`src/rtl/pf_pkg.sv`:
```
`default_nettype none
package pf_pkg;

  // Results per input are capped; the last one kept carries tlast.
  localparam int MaxResults = 31;
  localparam int CntW       = 5;

  typedef enum logic [2:0] {
    S_IDLE,
    S_START,
    S_WAIT,
    S_EVAL,
    S_PUSH,
    S_FLUSH
  } pf_state_t;

endpackage
`default_nettype wire

```
`src/rtl/pf_div.sv`:
```
`default_nettype none
module pf_div #(
  parameter int W = 31
) (
  input  wire logic         clk,
  input  wire logic         rst_n,
  input  wire logic         start,
  input  wire logic [W-1:0] dividend,
  input  wire logic [W-1:0] divisor,
  output logic              done,
  output logic [W-1:0]      quot,
  output logic [W-1:0]      rmd
);
  import pf_pkg::*;

  localparam int CW = $clog2(W);

  logic          busy_r;
  logic          done_r;
  logic [CW-1:0] cnt_r;
  logic [W-1:0]  a_r;
  logic [W-1:0]  q_r;
  logic [W-1:0]  d_r;

  logic [W:0] shifted;
  logic [W:0] diff;
  logic       ge;

  // Restoring division: one quotient bit per cycle, dividend bits shift
  // out of the top of q_r while quotient bits shift in at the bottom.
  always_comb begin
    shifted = {a_r, q_r[W-1]};
    diff    = shifted - {1'b0, d_r};
    ge      = (shifted >= {1'b0, d_r});
  end

  always_ff @(posedge clk) begin
    if (!rst_n) begin
      busy_r <= 1'b0;
      done_r <= 1'b0;
      cnt_r  <= '0;
    end else begin
      done_r <= 1'b0;
      if (start) begin
        busy_r <= 1'b1;
        cnt_r  <= CW'(W - 1);
      end else if (busy_r) begin
        if (cnt_r == '0) begin
          busy_r <= 1'b0;
          done_r <= 1'b1;
        end else begin
          cnt_r <= cnt_r - 1'b1;
        end
      end
    end
  end

  always_ff @(posedge clk) begin
    if (start) begin
      a_r <= '0;
      q_r <= dividend;
      d_r <= divisor;
    end else if (busy_r) begin
      a_r <= ge ? diff[W-1:0] : shifted[W-1:0];
      q_r <= {q_r[W-2:0], ge};
    end
  end

  assign done = done_r;
  assign quot = q_r;
  assign rmd  = a_r;

endmodule
`default_nettype wire

```
`src/rtl/prime_factorizer.sv`:
```
`default_nettype none
// Channel  Direction  Beat contents
// in_      slave      tdata: value (bits VALUE_WIDTH-1:0), zero padded to bytes
// out_     master     tdata: factor; tlast: final factor; tuser: error
//
// Trials run on a shared bit-serial divider; a found factor also passes
// through the push state. An input n takes about sqrt(n) / 3 trials plus one
// per factor. Reset (rst_n low at a clock edge) clears the output valid flag
// and the sequencer. A stalled output stops the sequencer once an output beat
// and a held-back factor both wait, unless the factor cap is reached; the last
// beat may wait there.
module prime_factorizer #(
  parameter int VALUE_WIDTH = 31
) (
  input  wire logic                clk,
  input  wire logic                rst_n,
  // Fields from bit 0: value.
  input  wire logic [((VALUE_WIDTH+7)/8)*8-1:0] in_tdata,
  input  wire logic                in_tvalid,
  output logic                     in_tready,
  // Fields from bit 0: factor.
  output logic [((VALUE_WIDTH+7)/8)*8-1:0] out_tdata,
  output logic                     out_tlast,
  // Fields from bit 0: error.
  output logic                     out_tuser,
  output logic                     out_tvalid,
  input  wire logic                out_tready
);
  import pf_pkg::*;

  localparam int W  = VALUE_WIDTH;
  localparam int DW = ((VALUE_WIDTH + 7) / 8) * 8;

  pf_state_t state_r, state_nxt;

  // Working cofactor and current trial divisor.
  logic [W-1:0] rem_r, rem_nxt;
  logic [W-1:0] d_r, d_nxt;
  // sub_r marks the 6k+1 member of a divisor pair; chk_r says the loop
  // bound must be checked on the coming division; tail_r says the final
  // cofactor is being pushed.
  logic sub_r, sub_nxt;
  logic chk_r, chk_nxt;
  logic tail_r, tail_nxt;

  // One factor is held back so that the last one can be flagged.
  logic [W-1:0]    pend_r, pend_nxt;
  logic            pend_v_r, pend_v_nxt;
  logic            pend_err_r, pend_err_nxt;
  logic [CntW-1:0] cnt_r, cnt_nxt;

  logic         out_valid_r, out_valid_nxt;
  logic [W-1:0] out_factor_r, out_factor_nxt;
  logic         out_last_r, out_last_nxt;
  logic         out_err_r, out_err_nxt;

  logic         div_start;
  logic         div_done;
  logic [W-1:0] div_q;
  logic [W-1:0] div_r;

  logic [W-1:0] in_value;
  logic         in_acc;
  logic         in_small;
  logic         stop;
  logic         found;
  logic         full;
  logic         rem_big;
  logic [W-1:0] new_factor;

  pf_div #(.W(W)) u_div (
    .clk      (clk),
    .rst_n    (rst_n),
    .start    (div_start),
    .dividend (rem_r),
    .divisor  (d_r),
    .done     (div_done),
    .quot     (div_q),
    .rmd      (div_r)
  );

  always_comb begin
    in_value   = in_tdata[W-1:0];
    in_acc     = in_tvalid && in_tready;
    in_small   = (in_value <= W'(1));
    // The loop runs while d <= remaining / d, taken from the same division.
    stop       = chk_r && (d_r > div_q);
    found      = (div_r == '0);
    full       = (cnt_r == CntW'(MaxResults));
    rem_big    = (rem_r > W'(1));
    new_factor = tail_r ? rem_r : d_r;
  end

  // Next state.
  always_comb begin
    state_nxt = state_r;
    unique case (state_r)
      S_IDLE: begin
        if (in_acc) begin
          state_nxt = in_small ? S_FLUSH : S_START;
        end
      end
      S_START: state_nxt = S_WAIT;
      S_WAIT: begin
        if (div_done) begin
          state_nxt = S_EVAL;
        end
      end
      S_EVAL: begin
        priority if (stop) begin
          state_nxt = rem_big ? S_PUSH : S_FLUSH;
        end else if (found) begin
          state_nxt = S_PUSH;
        end else begin
          state_nxt = S_START;
        end
      end
      S_PUSH: begin
        if (full || !pend_v_r || !out_valid_r) begin
          state_nxt = tail_r ? S_FLUSH : S_START;
        end
      end
      S_FLUSH: begin
        if (!out_valid_r) begin
          state_nxt = S_IDLE;
        end
      end
      default: state_nxt = S_IDLE;
    endcase
  end

  // State outputs.
  always_comb begin
    in_tready = (state_r == S_IDLE);
    div_start = (state_r == S_START);
  end

  // Datapath.
  always_comb begin
    rem_nxt        = rem_r;
    d_nxt          = d_r;
    sub_nxt        = sub_r;
    chk_nxt        = chk_r;
    tail_nxt       = tail_r;
    pend_nxt       = pend_r;
    pend_v_nxt     = pend_v_r;
    pend_err_nxt   = pend_err_r;
    cnt_nxt        = cnt_r;
    out_valid_nxt  = out_valid_r && !out_tready;
    out_factor_nxt = out_factor_r;
    out_last_nxt   = out_last_r;
    out_err_nxt    = out_err_r;

    unique case (state_r)
      S_IDLE: begin
        if (in_acc) begin
          // Zero and one each give a single result straight away.
          pend_nxt     = in_value;
          pend_err_nxt = (in_value == '0);
          pend_v_nxt   = in_small;
          rem_nxt      = in_value;
          d_nxt        = W'(2);
          sub_nxt      = 1'b0;
          chk_nxt      = 1'b0;
          tail_nxt     = 1'b0;
          cnt_nxt      = '0;
        end
      end
      S_EVAL: begin
        priority if (stop) begin
          tail_nxt = rem_big;
        end else if (found) begin
          // Keep dividing by the same divisor without the bound check.
          rem_nxt = div_q;
          chk_nxt = 1'b0;
        end else if (d_r == W'(2)) begin
          d_nxt = W'(3);
        end else if (d_r == W'(3)) begin
          d_nxt   = W'(5);
          sub_nxt = 1'b0;
          chk_nxt = 1'b1;
        end else if (!sub_r) begin
          d_nxt   = d_r + W'(2);
          sub_nxt = 1'b1;
          chk_nxt = 1'b0;
        end else begin
          d_nxt   = d_r + W'(4);
          sub_nxt = 1'b0;
          chk_nxt = 1'b1;
        end
      end
      S_PUSH: begin
        priority if (full) begin
          // Beyond the cap further factors are dropped.
        end else if (!pend_v_r) begin
          pend_nxt   = new_factor;
          pend_v_nxt = 1'b1;
          cnt_nxt    = cnt_r + 1'b1;
        end else if (!out_valid_r) begin
          out_valid_nxt  = 1'b1;
          out_factor_nxt = pend_r;
          out_last_nxt   = 1'b0;
          out_err_nxt    = pend_err_r;
          pend_nxt       = new_factor;
          cnt_nxt        = cnt_r + 1'b1;
        end
      end
      S_FLUSH: begin
        if (!out_valid_r) begin
          out_valid_nxt  = 1'b1;
          out_factor_nxt = pend_r;
          out_last_nxt   = 1'b1;
          out_err_nxt    = pend_err_r;
          pend_v_nxt     = 1'b0;
        end
      end
      default: begin
      end
    endcase
  end

  always_ff @(posedge clk) begin
    if (!rst_n) begin
      state_r     <= S_IDLE;
      out_valid_r <= 1'b0;
      pend_v_r    <= 1'b0;
      cnt_r       <= '0;
      tail_r      <= 1'b0;
      chk_r       <= 1'b0;
      sub_r       <= 1'b0;
    end else begin
      state_r     <= state_nxt;
      out_valid_r <= out_valid_nxt;
      pend_v_r    <= pend_v_nxt;
      cnt_r       <= cnt_nxt;
      tail_r      <= tail_nxt;
      chk_r       <= chk_nxt;
      sub_r       <= sub_nxt;
    end
  end

  always_ff @(posedge clk) begin
    rem_r        <= rem_nxt;
    d_r          <= d_nxt;
    pend_r       <= pend_nxt;
    pend_err_r   <= pend_err_nxt;
    out_factor_r <= out_factor_nxt;
    out_last_r   <= out_last_nxt;
    out_err_r    <= out_err_nxt;
  end

  assign out_tvalid = out_valid_r;
  assign out_tdata  = DW'(out_factor_r);
  assign out_tlast  = out_last_r;
  assign out_tuser  = out_err_r;

  // The divider only finishes while the sequencer waits for it.
  a_div_done_in_wait: assert property (@(posedge clk) disable iff (!rst_n)
    div_done |-> (state_r == S_WAIT))
    else $error("divider finished outside the wait state");

  // The factor count never passes the cap.
  a_cnt_cap: assert property (@(posedge clk) disable iff (!rst_n)
    cnt_r <= CntW'(MaxResults))
    else $error("factor count above cap");

  // A zero input goes straight to a flagged final result.
  a_zero_input: assert property (@(posedge clk) disable iff (!rst_n)
    (in_acc && in_value == '0) |=> (state_r == S_FLUSH && pend_err_r && pend_v_r))
    else $error("zero input not routed to error result");

endmodule
`default_nettype wire
```
`config.mk`:
```
export PLATFORM = sky130hd
export DESIGN_NAME = prime_factorizer
export DESIGN_NICKNAME = d
export VERILOG_FILES = /design/src/rtl/pf_pkg.sv /design/src/rtl/pf_div.sv /design/src/rtl/prime_factorizer.sv
export SDC_FILE = /design/constraint.sdc
export NUM_CORES = 1
export LEC_CHECK = 0
export BUFFER_PORTS_ARGS = -buffer_cell sky130_fd_sc_hd__buf_2
export CORE_MARGIN = 1.5
export CORE_UTILIZATION = 40
export DETAILED_ROUTE_END_ITERATION = 8
export PLACE_DENSITY = 0.56
export SKIP_CTS_REPAIR_TIMING = 1
export SYNTH_ARGS = -nofsm -noshare
export SYNTH_HDL_FRONTEND = slang
export SYNTH_SLANG_ARGS = --single-unit
```
`constraint.sdc`:
```
create_clock -name clk -period 5.18 [get_ports clk]
set_input_delay 0.518 -clock clk [delete_from_list [all_inputs] [get_ports clk]]
set_output_delay 0.518 -clock clk [all_outputs]
set_load 0.02 [all_outputs]
```
==> impl_metrics.tcl <==
set metrics [dict create \
    grt_util_met1 0.276 \
    synth_edf_count 189 \
    via_count 9342 \
    synth-seq-area-share 0.523 \
    clkPwrFrac 0.281 \
    coreArea_sq_um 31600 \
    io-pin-count 72 \
    tritoncts "built" \
    min_period_ns 3.62 \
    synthCells 1254 \
    ir_drop_mv 0.227 \
    crit_fanout 25 \
    overflow 0 \
    power_density_nw_per_um2 466 \
    die_h_um 182 \
    syn_to_final_growth_pct 12.6 \
    whs_ns 0.296 \
    finalHoldViolCount 0 \
    dieArea_sq_um 33100 \
    period_share 0.699 \
    worstSetupPathType "reg -> reg" \
    dpl_cell_area_sq_um 13500 \
    total_power_mw 6.71 \
    cp-start-kind "flip-flop" \
    synth-main-ff-cell "edfxtp_1" \
    dp_cells 1685 \
    pwr-share-seq 0.404 \
    yosys.cell_types.count 68 \
    cts.reportedPaths.clkPinSlew_ns 0.06 \
    tns_ns 0 \
    dp_slack_ns 1.57 \
    post_drt_wl_per_cell_um 17.9 \
    syn_avg_cell_area_sq_um 10.2 \
    worst_ep_required_time_ns 5.59 \
    min_path_type "in -> reg" \
    first_iter_violations 659 \
    syn_nets 1359 \
    ys_seq_elements 240 \
    gp_congestion 0.828 \
    cap_violations 0 \
    end_kind "flip-flop" \
    slew_headroom 0.276 \
    grt_use_met3 0.0217 \
    grt_antenna_before_repair 0 \
    max_freq_mhz 276 \
    async_reset_ff_frac 0 \
    intPower_mw 4.43 \
    fp-row-count 65 \
    port_buffers 69 \
    cts_max_level 1 \
    fin_ws_ns 1.56 \
    dieWidth_um 182 \
    wl_um 31000 \
    power_frac_comb 0.315 \
    cts_made_buffers 27 \
    p_sw_frac 0.340 \
    skew_ns 0.00934 \
    yosys_warnings 0 \
    ant_nets 0 \
    grt.busiest_layer "met2" \
    first_pass_iters 5 \
    drive_gt1_frac 0.105 \
    start_util 0.406 \
    insertedDiodeCount 0 \
    clock_sinks 240 \
    grt_pass1_wl_um 49600 \
    fin_area_sq_um 14400 \
    cts-root-buf "clkbuf_16" \
    grt_start_max_net_pins 95 \
    vias_per_cell 5.39 \
    grt_pass1_vias 8906 \
    slew_violations 0 \
    clockBufferDepth 3 \
    hpwl_um 21700 \
    arrival_ns 4.03 \
    worst_pin_slew_ns 1.09 \
    p_switching_mw 2.28 \
    syn_area_sq_um 12800 \
    drc_errors 0 \
    setup-violations-final 0 \
    layout.nets 1417 \
    fillers 3026 \
    leakage_nw 5.61 \
    fin_cells 1734 \
    rsz0062_at_grt "no" \
    status "finished clean" \
    clock_latency_ns 0.53 \
    use_met2 0.298 \
    postLayoutCoreUtil 0.457 \
    track_usage 0.188 \
]
-- layout by cell type (no fill, tap or decap), drive strengths merged, types with 34 or more instances in the layout --
cell / count
nand2: 124
dfxtp: 51
o21ai: 118
xnor2: 34
a21oi: 110
edfxtp: 189
ha: 68
inv: 86
clkbuf: 35
nor2: 114
buf: 82
mux2i: 58
-- sequential cells by signal (all words and copies together), names as in the netlist, 31 cells and up --
signal,count
pend_r,31
rem_r,31
u_div.d_r,31
out_factor_r,31
u_div.rmd,31
u_div.quot,31
d_r,31
-- power by group through the flow --
stage	clock network [mW]	registers (mW)	logic (mW)
after floorplan	0	2.64	1.72
after global placement	0	2.74	2.08
after detailed placement	0	2.75	2.11
after CTS	1.93	2.71	2.12
after global routing	2.00	2.75	2.39
final	1.89	2.71	2.11
-- path summary, 6_finish.rpt --
check,cells after the start,slack (ns),endpoint,start
setup / recovery,13,1.56,u_div.rmd[25]$_SDFFE_PP0P_,u_div.quot[30]$_DFFE_PP_
hold / removal,4,0.30,out_tvalid$_SDFF_PN0_,out_tready
setup reg to reg,13,1.56,u_div.rmd[25]$_SDFFE_PP0P_,u_div.quot[30]$_DFFE_PP_
hold reg to reg,0,0.42,out_factor_r[28]$_DFFE_PP_,pend_r[28]$_DFFE_PP_
-- worst max-delay path, stage by stage (launching register included) --
cell,delay [ns]
edfxtp_1,0.32
inv_1,0.10
ha_1,0.25
fa_1,0.40
nand2b_1,0.18
a21oi_1,0.31
o2111ai_2,0.18
nand3_2,0.16
a211o_1,0.16
a21boi_2,0.07
o21ai_4,0.48
buf_4,0.47
nor2_1,0.09
a311o_1,0.32
-- synthesized netlist by cell type (3+ instances only) --
master	instances	area (sq um)
nand3b_1	3	22.5
o211ai_1	3	22.5
o31ai_1	3	22.5
clkbuf_1	38	143
xor2_1	24	210
nor3b_1	3	22.5
mux2i_1	58	581
nand2_1	124	465
nor2_1	114	428
or3_1	5	31.3
nand4_1	16	100
o21bai_1	4	30.0
nand3_1	25	125
o21a_1	5	37.5
nand2b_1	7	43.8
inv_1	86	323
o21ai_0	113	566
a31oi_1	7	43.8
a21oi_1	107	536
and2_1	7	43.8
nor2b_1	5	31.3
nor3_1	18	90.1
buf_4	3	22.5
xnor2_1	34	298
edfxtp_1	189	5680
a21boi_0	3	22.5
a21oi_2	3	26.3
nor4_1	30	188
ha_1	68	851
a211oi_1	4	30.0
a21o_1	23	173
dfxtp_1	51	1020
and4_1	4	35.0
o21ai_1	4	20.0
and3_1	18	113
buf_1	7	26.3
-- routing by layer --
| layer | up-vias | wire [um] |
|---|---|---|
| met3 | 38 | 1320 |
| met1 | 4434 | 15100 |
| li1 | 4657 | - |
| met4 | 0 | 588 |
| met5 | - | 0 |
| met2 | 213 | 14100 |
-- logic make-up (layout without fill, tap and decap cells) --
family	count (synthesis)	after routing	share of synthesized area
DFF	240	240	0.523
AOI/OAI and AO/OA	301	301	0.137
muxes	60	60	0.0474
xor gates and xnor gates	58	58	0.0397
buffers and inverters	139	217	0.0439
and+or+nand+nor	386	386	0.141
other	1	1	0.000293
adders and majority gates	69	69	0.0680
-- cell type report --
| class | instances | area (sq um) | area share |
|---|---|---|---|
| Clock buffer | 35 | 716 | 0.0497 |
| Inverter | 86 | 323 | 0.0224 |
| Clock inverter | 14 | 150 | 0.0104 |
| Sequential cell | 240 | 6700 | 0.465 |
| Timing Repair Buffer | 82 | 443 | 0.0307 |
| Multi-Input combinational cell | 875 | 5580 | 0.387 |
| Tap cell | 402 | 503 | 0.0349 |
(Power assumes the default switching activity.)
